**src/rtl/olqe_pkg.sv**
```systemverilog
package olqe_pkg;

  typedef logic [2:0]         opcode_t;
  typedef logic signed [15:0] value_t;
  typedef logic [4:0]         count_t;
  typedef logic [1:0]         err_t;

  localparam opcode_t OP_PUSH   = 3'd0;
  localparam opcode_t OP_POP    = 3'd1;
  localparam opcode_t OP_DELETE = 3'd2;
  localparam opcode_t OP_ADD    = 3'd3;
  localparam opcode_t OP_CLEAR  = 3'd4;
  localparam opcode_t OP_QUERY  = 3'd5;

  localparam err_t ERR_NONE      = 2'd0;
  localparam err_t ERR_PUSH_FULL = 2'd1;
  localparam err_t ERR_POP_EMPTY = 2'd2;

endpackage

```
**src/rtl/ordered_list_queue_engine.sv**
```systemverilog
// Ordered queue of up to DEPTH signed 16-bit entries with delete-by-value.
// Input channel (in_valid/in_ready): one beat carries opcode and
// operand_value. Output channel (out_valid/out_ready): one beat per input
// beat with front, back, count, empty, match and error fields describing
// the queue after the operation.
// Entries sit in a circular buffer in a single-port-write, single-read
// memory; one shared read/compare/add datapath walks it one entry a cycle.
// Push, pop, clear and query pass through the READF, READB and FIN steps
// after accept. Delete and add-to-all first walk every held entry
// through that datapath in SCAN. A new beat is taken in the cycle after
// the previous result is registered.
// A result that is not taken leaves the output register full; the next
// beat is still accepted and worked on, and its result waits in the final
// step until the register frees.
// Reset empties the queue and clears out_valid; memory contents are not
// cleared, as only held entries are ever read.
module ordered_list_queue_engine #(
  parameter int DEPTH = 16
) (
  input  logic             clk,
  input  logic             rst,
  input  logic             in_valid,
  output logic             in_ready,
  input  olqe_pkg::opcode_t opcode,
  input  olqe_pkg::value_t operand_value,
  output logic             out_valid,
  input  logic             out_ready,
  output olqe_pkg::value_t front_value,
  output olqe_pkg::value_t back_value,
  output olqe_pkg::count_t entry_count,
  output logic             is_empty,
  output logic             match_found,
  output olqe_pkg::err_t   error_code
);
  import olqe_pkg::*;

  localparam int PW = (DEPTH > 1) ? $clog2(DEPTH) : 1;
  localparam int CW = $clog2(DEPTH + 1);

  localparam logic [2:0] S_IDLE  = 3'd0;
  localparam logic [2:0] S_SCAN  = 3'd1;
  localparam logic [2:0] S_READF = 3'd2;
  localparam logic [2:0] S_READB = 3'd3;
  localparam logic [2:0] S_FIN   = 3'd4;

  logic [2:0]    state;
  opcode_t       op_q;
  value_t        val_q;
  logic [PW-1:0] head;
  logic [CW-1:0] count;
  logic [CW-1:0] rd_idx;
  logic          pend;
  logic [PW-1:0] pend_idx;
  logic          found;
  err_t          err_q;
  value_t        front_q;

  value_t        mem [DEPTH];
  value_t        rd_data;
  logic [PW-1:0] rd_addr;
  logic          we;
  logic [PW-1:0] wa;
  value_t        wd;
  logic          issue;
  logic          accept;

  function automatic logic [PW-1:0] phys(input logic [PW-1:0] h, input logic [PW-1:0] idx);
    logic [PW:0] s;
    s = {1'b0, h} + {1'b0, idx};
    if (s >= (PW+1)'(DEPTH)) s = s - (PW+1)'(DEPTH);
    return s[PW-1:0];
  endfunction

  assign in_ready = (state == S_IDLE);
  assign accept   = in_valid && in_ready;
  assign issue    = (rd_idx < count);

  always_comb begin
    rd_addr = head;
    unique case (state)
      S_SCAN:         rd_addr = phys(head, rd_idx[PW-1:0]);
      S_READB, S_FIN: rd_addr = (count == '0) ? head
                                : phys(head, PW'(count - CW'(1)));
      default:        rd_addr = head;
    endcase
  end

  always_comb begin
    we = 1'b0;
    wa = phys(head, PW'(count));
    wd = operand_value;
    if (accept && opcode == OP_PUSH && count != CW'(DEPTH)) begin
      we = 1'b1;
    end else if (state == S_SCAN && pend) begin
      if (op_q == OP_ADD) begin
        we = 1'b1;
        wa = phys(head, pend_idx);
        wd = rd_data + val_q;
      end else begin
        we = found;
        wa = phys(head, pend_idx - PW'(1));
        wd = rd_data;
      end
    end
  end

  always_ff @(posedge clk) begin
    if (we) begin
      mem[wa] <= wd;
    end
    rd_data <= mem[rd_addr];
  end

  always_ff @(posedge clk) begin
    if (rst) begin
      state     <= S_IDLE;
      head      <= '0;
      count     <= '0;
      found     <= 1'b0;
      pend      <= 1'b0;
      rd_idx    <= '0;
      err_q     <= ERR_NONE;
      out_valid <= 1'b0;
    end else begin
      if (out_valid && out_ready && state != S_FIN) begin
        out_valid <= 1'b0;
      end
      unique case (state)
        S_IDLE: begin
          if (accept) begin
            op_q   <= opcode;
            val_q  <= operand_value;
            found  <= 1'b0;
            pend   <= 1'b0;
            rd_idx <= '0;
            unique case (opcode)
              OP_PUSH: begin
                state <= S_READF;
                if (count == CW'(DEPTH)) begin
                  err_q <= ERR_PUSH_FULL;
                end else begin
                  err_q <= ERR_NONE;
                  count <= count + CW'(1);
                end
              end
              OP_POP: begin
                state <= S_READF;
                if (count == '0) begin
                  err_q <= ERR_POP_EMPTY;
                end else begin
                  err_q <= ERR_NONE;
                  head  <= phys(head, PW'(1));
                  count <= count - CW'(1);
                end
              end
              OP_DELETE, OP_ADD: begin
                state <= S_SCAN;
                err_q <= ERR_NONE;
              end
              OP_CLEAR: begin
                state <= S_READF;
                err_q <= ERR_NONE;
                count <= '0;
                head  <= '0;
              end
              default: begin
                state <= S_READF;
                err_q <= ERR_NONE;
              end
            endcase
          end
        end
        S_SCAN: begin
          if (issue) rd_idx <= rd_idx + CW'(1);
          pend     <= issue;
          pend_idx <= rd_idx[PW-1:0];
          if (pend && op_q == OP_DELETE && !found && rd_data == val_q) begin
            found <= 1'b1;
          end
          if (!issue && !pend) begin
            state <= S_READF;
            if (found) count <= count - CW'(1);
          end
        end
        S_READF: state <= S_READB;
        S_READB: begin
          front_q <= rd_data;
          state   <= S_FIN;
        end
        S_FIN: begin
          if (!out_valid || out_ready) begin
            out_valid   <= 1'b1;
            front_value <= (count == '0) ? '0 : front_q;
            back_value  <= (count == '0) ? '0 : rd_data;
            entry_count <= 5'(count);
            is_empty    <= (count == '0);
            match_found <= found;
            error_code  <= err_q;
            state       <= S_IDLE;
          end
        end
        default: state <= S_IDLE;
      endcase
    end
  end

`ifndef SYNTH
  a_count_bound: assert property (@(posedge clk) disable iff (rst)
    count <= CW'(DEPTH))
    else $error("occupancy beyond depth");

  a_one_at_a_time: assert property (@(posedge clk) disable iff (rst)
    accept |=> !in_ready)
    else $error("second beat taken while busy");

  a_full_push: assert property (@(posedge clk) disable iff (rst)
    (accept && opcode == OP_PUSH && count == CW'(DEPTH)) |=>
      (count == CW'(DEPTH) && err_q == ERR_PUSH_FULL))
    else $error("push while full altered queue");

  a_empty_pop: assert property (@(posedge clk) disable iff (rst)
    (accept && opcode == OP_POP && count == '0) |=>
      (count == '0 && err_q == ERR_POP_EMPTY))
    else $error("pop while empty not flagged");

  a_found_delete: assert property (@(posedge clk) disable iff (rst)
    found |-> (op_q == OP_DELETE))
    else $error("match flag outside delete");
`endif

endmodule
```
**config.mk**
```make
export PLATFORM = sky130hd
export DESIGN_NAME = ordered_list_queue_engine
export DESIGN_NICKNAME = d
export VERILOG_FILES = /design/src/rtl/olqe_pkg.sv /design/src/rtl/ordered_list_queue_engine.sv
export SDC_FILE = /design/constraint.sdc
export NUM_CORES = 1
export LEC_CHECK = 0
export CORE_AREA = 2 2 161 163
export CTS_BUF_LIST = sky130_fd_sc_hd__clkbuf_16
export DETAILED_ROUTE_END_ITERATION = 10
export DIE_AREA = 0 0 163 165
export DONT_BUFFER_PORTS = 1
export GPL_TIMING_DRIVEN = 1
export PLACE_DENSITY_LB_ADDON = 0.3
export RECOVER_POWER = 25
export SKIP_LAST_GASP = 1
export SLEW_MARGIN = 10
export SYNTH_ARGS = -nofsm -noshare
export SYNTH_HDL_FRONTEND = slang
export SYNTH_SLANG_ARGS = --single-unit
```
**constraint.sdc**
```tcl
create_clock -name clk -period 11.4 [get_ports clk]
set_input_delay 2.28 -clock clk [delete_from_list [all_inputs] [get_ports clk]]
set_output_delay 2.28 -clock clk [all_outputs]
set_load 0.02 [all_outputs]
```
# Word level (Yosys, flattened, before mapping)

Memories as Yosys holds them, arrays and structs flattened. A register that Yosys moved wholly into a read port is not among the register bits.
Index checks and enable logic that the tools add are counted.

$add $sub $neg: 17
$lt $le $gt $ge: 7
Equal/unequal tests: 24
Muxes and demuxes: 46
Bitwise gates (word level): 1
Reduce and logical (&&, ||, !) cells: 33

Operator list:

| cell                                                      | count |
|---|---|
| 2-to-1 mux 16 bit                                         | 3 |
| 2-to-1 mux 4 bit                                          | 11 |
| 2-to-1 mux 5 bit                                          | 7 |
| greater-or-equal comparator 5 bit (second input constant) | 6 |
| subtractor 4 x 1 -> 4 bit (second input constant)         | 7 |
| adder 4 x 4 -> 5 bit                                      | 5 |
| one-hot mux 5 bit (2 select lines)                        | 2 |
| equality test 3 x 2 -> 1 bit (second input constant)      | 6 |
| adder 16 bit                                              | 1 |
| equality test 16 bit                                      | 1 |
| one-hot mux 4 bit (2 select lines)                        | 2 |
| one-hot mux 3 bit (5 select lines)                        | 1 |
| one-hot mux 5 bit (3 select lines)                        | 1 |
| AND reduction 3 bit                                       | 5 |
| 2-to-1 mux 1 bit                                          | 11 |
| adder 5 x 1 -> 5 bit (second input constant)              | 2 |
| logical AND 1 bit                                         | 10 |
| 2-to-1 mux 3 bit                                          | 3 |
| != test 3 bit (second input constant)                     | 3 |
| != test 2 bit (second input constant)                     | 4 |
| AND reduction 2 bit                                       | 4 |
| AND reduction 7 bit                                       | 1 |
| equality test 3 x 1 -> 1 bit (second input constant)      | 2 |
| equality test 3 bit (second input constant)               | 2 |
| other kinds (18)                                          | 28 |

Bits in registers: 102
Memory bits (writable): 256
Bits of input ports: 23
Word-level logic and storage cells: 147
Memories kept: 1

Memories:

| name | depth | bits a word | rd ports | clocked after memory_dff | wr ports | line                            | text |
|---|---|---|---|---|---|---|---|
| mem  | 16    | 16          | 1        | 1                        | 1        | ordered_list_queue_engine.sv:58 | `value_t mem [DEPTH];` |

# Logic depth before layout (Yosys ltp)

Word-level depth: 7
Depth in mapped cells: 13

# Least setup slack after synthesis

Ideal clock, no wire load.

Kind: in2reg
From: input port rst
To: register back_value[0] (enable)
Library setup time: 490 ps
Arrival time: 5327 ps
Slack: 5583 ps
Stages: 2
Buffers on the path: 1
Cell sequence: clkbuf_1 > nor3_1

Cells in the longest elaborated chain, start to end: 2

Ends and longest elaborated chain:

| element                       | line                             | text |
|---|---|---|
| from (decl)                   | ordered_list_queue_engine.sv:21  | `input logic rst,` |
| NOT 1 bit (no line)           | -                                |  |
| AND reduction 3 bit (no line) | -                                |  |
| to (signal assigned)          | ordered_list_queue_engine.sv:194 | `back_value <= (count == '0) ? '0 : rd_data;` |
| to (decl)                     | ordered_list_queue_engine.sv:29  | `output olqe_pkg::value_t back_value,` |

No other way between the ends.
A chain may end at the register's enable or synchronous reset.

# Final worst setup path

From: register count[1]
To: register rd_data[8] (read register of mem)

Cells in the longest elaborated chain, start to end: 6
Elaborated cells between the ends (all ways): 8

Ends and longest elaborated chain:

| element                                                                        | line                             | text |
|---|---|---|
| from (decl)                                                                    | ordered_list_queue_engine.sv:50  | `logic [CW-1:0] count;` |
| from (signal assigned)                                                         | ordered_list_queue_engine.sv:143 | `count <= count + CW'(1);` |
| from (signal assigned)                                                         | ordered_list_queue_engine.sv:153 | `count <= count - CW'(1);` |
| from (signal assigned)                                                         | ordered_list_queue_engine.sv:182 | `if (found) count <= count - CW'(1);` |
| subtractor 5 x 1 -> 5 bit                                                      | -                                |  |
| adder 4 x 4 -> 5 bit                                                           | ordered_list_queue_engine.sv:69  | `s = {1'b0, h} + {1'b0, idx};` |
| subtractor 4 x 1 -> 4 bit or greater-or-equal comparator 5 bit (tied branches) | ordered_list_queue_engine.sv:70  | `if (s >= (PW+1)'(DEPTH)) s = s - (PW+1)'(DEPTH);` |
| 2-to-1 mux 4 bit                                                               | ordered_list_queue_engine.sv:70  |  |
| 2-to-1 mux 4 bit (*)                                                           | ordered_list_queue_engine.sv:82  | `S_READB, S_FIN: rd_addr = (count == '0) ? head` |
| one-hot mux 4 bit (2 select lines) (*)                                         | ordered_list_queue_engine.sv:80  | `unique case (state)` |
| to (decl)                                                                      | ordered_list_queue_engine.sv:59  | `value_t rd_data;` |

Every way passes the cells marked *; elsewhere a longest branch is shown, timed or not.

==> load_flow_metrics.sql <==
INSERT INTO impl_metrics (metric_group, metric, value, unit) VALUES
('die', 'chipWidth', '163', 'um'),
('placement', 'globalplace.congestion', '0.893', ''),
('placement', 'dp_hpwl', '21700', 'um'),
('clock_network', 'cts_resized', '0', ''),
('power_and_ir_drop', 'p_per_area', '168', 'nW/um2'),
('global_routing', 'globalRoute.busiestLayer', 'met2', ''),
('clock_network', 'cts-hold-fix-buffers', '0', ''),
('routing', 'detail_route.wirelength', '34400', 'um'),
('yosys', 'synth-warning-count', '0', ''),
('yosys', 'synth_fp_nets', '1184', ''),
('power_and_ir_drop', 'leakagePower', '6.28', 'nW'),
('worst_setup_path', 'worst_endpoint_required_time', '11800', 'ps'),
('worst_setup_path', 'worstReg2RegStart', 'count[1]', ''),
('global_routing', 'grt_util_met1', '0.374', ''),
('timing', 'rsz0062_at_grt', 'false', ''),
('worst_setup_path', 'setup.worst_path.start', 'count[1]', ''),
('yosys', 'async_reset_ff_frac', '0', ''),
('timing', 'timing.clock.skew', '22.8', 'ps'),
('worst_setup_path', 'worstSetupPathType', 'reg2reg', ''),
('clock_network', 'clock-root-buffer', 'sky130_fd_sc_hd__clkbuf_16', ''),
('die', 'rows', '58', ''),
('yosys', 'ys_top_cells_by_area', 'sky130_fd_sc_hd__edfxtp_1 61%, sky130_fd_sc_hd__mux2i_1 15%, sky130_fd_sc_hd__dfxtp_1 4.6%', ''),
('timing', 'worst_slack', '6250', 'ps'),
('placement', 'port-buffer-count', '0', ''),
('worst_hold_path', 'hold_class', 'reg2reg', ''),
('power_and_ir_drop', 'power.share.switching', '0.242', ''),
('cells_and_area', 'synthToLayoutAreaGrowth', '9.80', '%'),
('power_and_ir_drop', 'clock_power_share', '0.388', ''),
('worst_setup_path', 'rr_endpoint', 'rd_data[8]', ''),
('status', 'failing_checks', 'capacitance limit', ''),
('timing', 'max_clock_freq', '194', 'MHz'),
('worst_setup_path', 'critical_path.cell_chain', 'inv_1, ha_1, nand3_1, inv_1, a21o_1, a221o_4, buf_4, buf_4, mux2i_1, mux2i_1, mux2i_1, mux2i_1', ''),
('yosys', 'postSynthAreaPerCell', '14.7', 'um2'),
('cells_and_area', 'finish.utilization', '0.721', ''),
('worst_setup_path', 'critPathMostFrequentCell', 'sky130_fd_sc_hd__mux2i_1', ''),
('placement', 'dpl_worst_slack', '6650', 'ps'),
('clock_network', 'post-cts-setup-buffer-count', '0', ''),
('timing', 'hold_viol_final', '0', ''),
('timing', 'timing.setup.tns', '0', 'ps'),
('worst_setup_path', 'critical_path.endpoint_type', 'register', ''),
('routing', 'drt_pass1_iterations', '5', ''),
('global_routing', 'grt_max_degree', '68', ''),
('routing', 'num_vias', '9387', ''),
('global_routing', 'grtUsageTotal', '0.263', ''),
('worst_setup_path', 'critPathMaxFanout', '67', ''),
('die', 'num_io_pins', '66', ''),
('routing', 'drc', '0', ''),
('worst_setup_path', 'timing.critical_path.from_type', 'register', ''),
('worst_setup_path', 'worst-r2r-cell-count', '12', ''),
('worst_hold_path', 'whs_path_depth', '0', ''),
('routing', 'drtAntennaViolNets', '0', ''),
('timing', 'worst_relative_slew_slack', '0.00508', ''),
('global_routing', 'grt_first_pass_wirelength', '52900', 'um'),
('routing', 'first_iter_violations', '959', ''),
('global_routing', 'grt_pass1_vias', '9296', ''),
('status', 'status', 'finished, violations left', ''),
('power_and_ir_drop', 'switching_power', '0.000737', 'W'),
('timing', 'final-max-slew-violation-count', '0', ''),
('routing', 'routed_wire_length_per_instance', '22.9', 'um'),
('timing', 'period_needed', '5150', 'ps'),
('timing', 'final.period_utilization', '0.452', ''),
('die', 'die_area', '26900', 'um2'),
('yosys', 'count_of_flip_flops_with_a_built_in_enable_after_synthesis', '336', ''),
('timing', 'tightest_slew', '1490', 'ps'),
('die', 'coreArea', '25000', 'um2'),
('die', 'initial_util', '0.657', ''),
('job', 'max_cap_viol_count', '1', ''),
('yosys', 'share_of_synthesized_area_occupied_by_flip_flops_and_latches', '0.660', ''),
('worst_setup_path', 'cp-endpoint', 'rd_data[8]', ''),
('clock_network', 'clk_latency', '540', 'ps'),
('cells_and_area', 'finalNonFillerCells', '1502', '');
[how the worst min path moves through the flow]
stage | end | slack (ps) | start
global placement | error_code[0] | 410 | err_q[0]
global route | error_code[1] | 460 | err_q[1]
detailed placement | error_code[1] | 430 | err_q[1]
floorplan | error_code[0] | 410 | err_q[0]
CTS | error_code[1] | 440 | err_q[1]
finish | error_code[1] | 440 | err_q[1]
[Yosys cell counts (5+ instances only)]
| cell type | n |
|---|---|
| sky130_fd_sc_hd__edfxtp_1 | 336 |
| sky130_fd_sc_hd__mux2i_1 | 243 |
| sky130_fd_sc_hd__nor2_1 | 50 |
| sky130_fd_sc_hd__a21oi_1 | 49 |
| sky130_fd_sc_hd__nand2_1 | 45 |
| sky130_fd_sc_hd__dfxtp_1 | 38 |
| sky130_fd_sc_hd__ha_1 | 37 |
| sky130_fd_sc_hd__nor2b_1 | 34 |
| sky130_fd_sc_hd__o21ai_0 | 27 |
| sky130_fd_sc_hd__nand3_1 | 26 |
| sky130_fd_sc_hd__a21o_1 | 19 |
| sky130_fd_sc_hd__inv_1 | 19 |
| sky130_fd_sc_hd__clkbuf_1 | 17 |
| sky130_fd_sc_hd__buf_2 | 15 |
| sky130_fd_sc_hd__xnor2_1 | 15 |
| sky130_fd_sc_hd__buf_4 | 14 |
| sky130_fd_sc_hd__nor3_1 | 12 |
| sky130_fd_sc_hd__a31oi_1 | 10 |
| sky130_fd_sc_hd__xor2_1 | 10 |
| sky130_fd_sc_hd__and2_1 | 7 |
| sky130_fd_sc_hd__nor3b_1 | 7 |
| sky130_fd_sc_hd__nor4_1 | 7 |
| sky130_fd_sc_hd__or3_1 | 7 |
| sky130_fd_sc_hd__and3_1 | 6 |
| sky130_fd_sc_hd__fa_1 | 5 |
| sky130_fd_sc_hd__o21a_1 | 5 |
| sky130_fd_sc_hd__o31ai_1 | 5 |
[layout by cell type, fill, tap and decap left out, drive strengths merged, types with 3 or more instances in the layout]
master    count
o22ai         3
nand2b        4
a21boi        5
dfxtp        38
xor2         11
buf          23
mux2i       243
ha           37
or3           7
a31oi        10
and3          6
clkinv       12
clkbuf       46
a21o         19
and2          7
a211oi        4
clkinvlp      3
nand4         4
nor3         12
nor4          7
edfxtp      336
inv          36
o31ai         5
xnor2        15
o21ai        29
a21oi        49
nand3b        4
nand2        45
o21a          5
nor2b        34
nor3b         7
nand3        26
fa            5
nor2         50
[registers in the layout (all words and copies together) (netlist names), 5 cells and up]
| signal | count |
|---|---|
| rd_idx | 5 |
| entry_count | 5 |
| val_q | 16 |
| mem | 256 |
| count | 5 |
| front_q | 16 |
| front_value | 16 |
| back_value | 16 |
| rd_data | 16 |
[logic make-up (layout without fill, tap and decap cells)]
family / count (synthesis) / count (layout) / share of synthesized area
flip-flops: 374 / 374 / 0.660
multiplexers: 245 / 245 / 0.149
AND/OR/NAND/NOR: 218 / 218 / 0.0671
AO/OA/AOI/OAI: 145 / 145 / 0.0543
buffers and inverters: 69 / 122 / 0.0206
adder cells (fa/ha/maj): 42 / 42 / 0.0343
XOR/XNOR: 26 / 26 / 0.0143
[through the flow]
step | instance area, um2 | hold WS, ps
finish | 18000 | 444
global route | 18000 | 459
detailed placement | 16900 | 429
global placement | 16900 | 414
floorplan | 16400 | 408
CTS | 18100 | 441
[layer usage]
layer  routed length [um]  vias up
li1                     -     4298
met1                14700     4652
met2                16200      358
met3                 2620       79
met4                  959        0
met5                    0        -
[power by group through the flow]
stage,registers [W],clock network [W],logic [W]
2_1_floorplan,0.00157,0,0.000240
3_3_place_gp,0.00158,0,0.000291
3_5_place_dp,0.00158,0,0.000303
4_1_cts,0.00155,0.00119,0.000305
5_1_grt,0.00156,0.00125,0.000338
6_report,0.00155,0.00118,0.000308
[final cells by class]
class / count / area (um2) / share of cell area
clock buffer: 38 / 951 / 0.0527
inverter: 21 / 78.8 / 0.00437
multi-input combinational: 676 / 5310 / 0.294
sequential: 374 / 10900 / 0.601
timing repair buffer: 31 / 203 / 0.0112
clock inverter: 32 / 244 / 0.0135
tap: 330 / 413 / 0.0229
[critical path, delay by kind of cell, from the launching register on]
family | cells | cell delay, ps
mux | 4 | 860
compound gates | 2 | 500
simple gates | 1 | 120
flops | 1 | 410
fa+ha+maj | 1 | 210
buf+inv | 4 | 2830
Note: power is estimated with default switching activity, not from simulation.
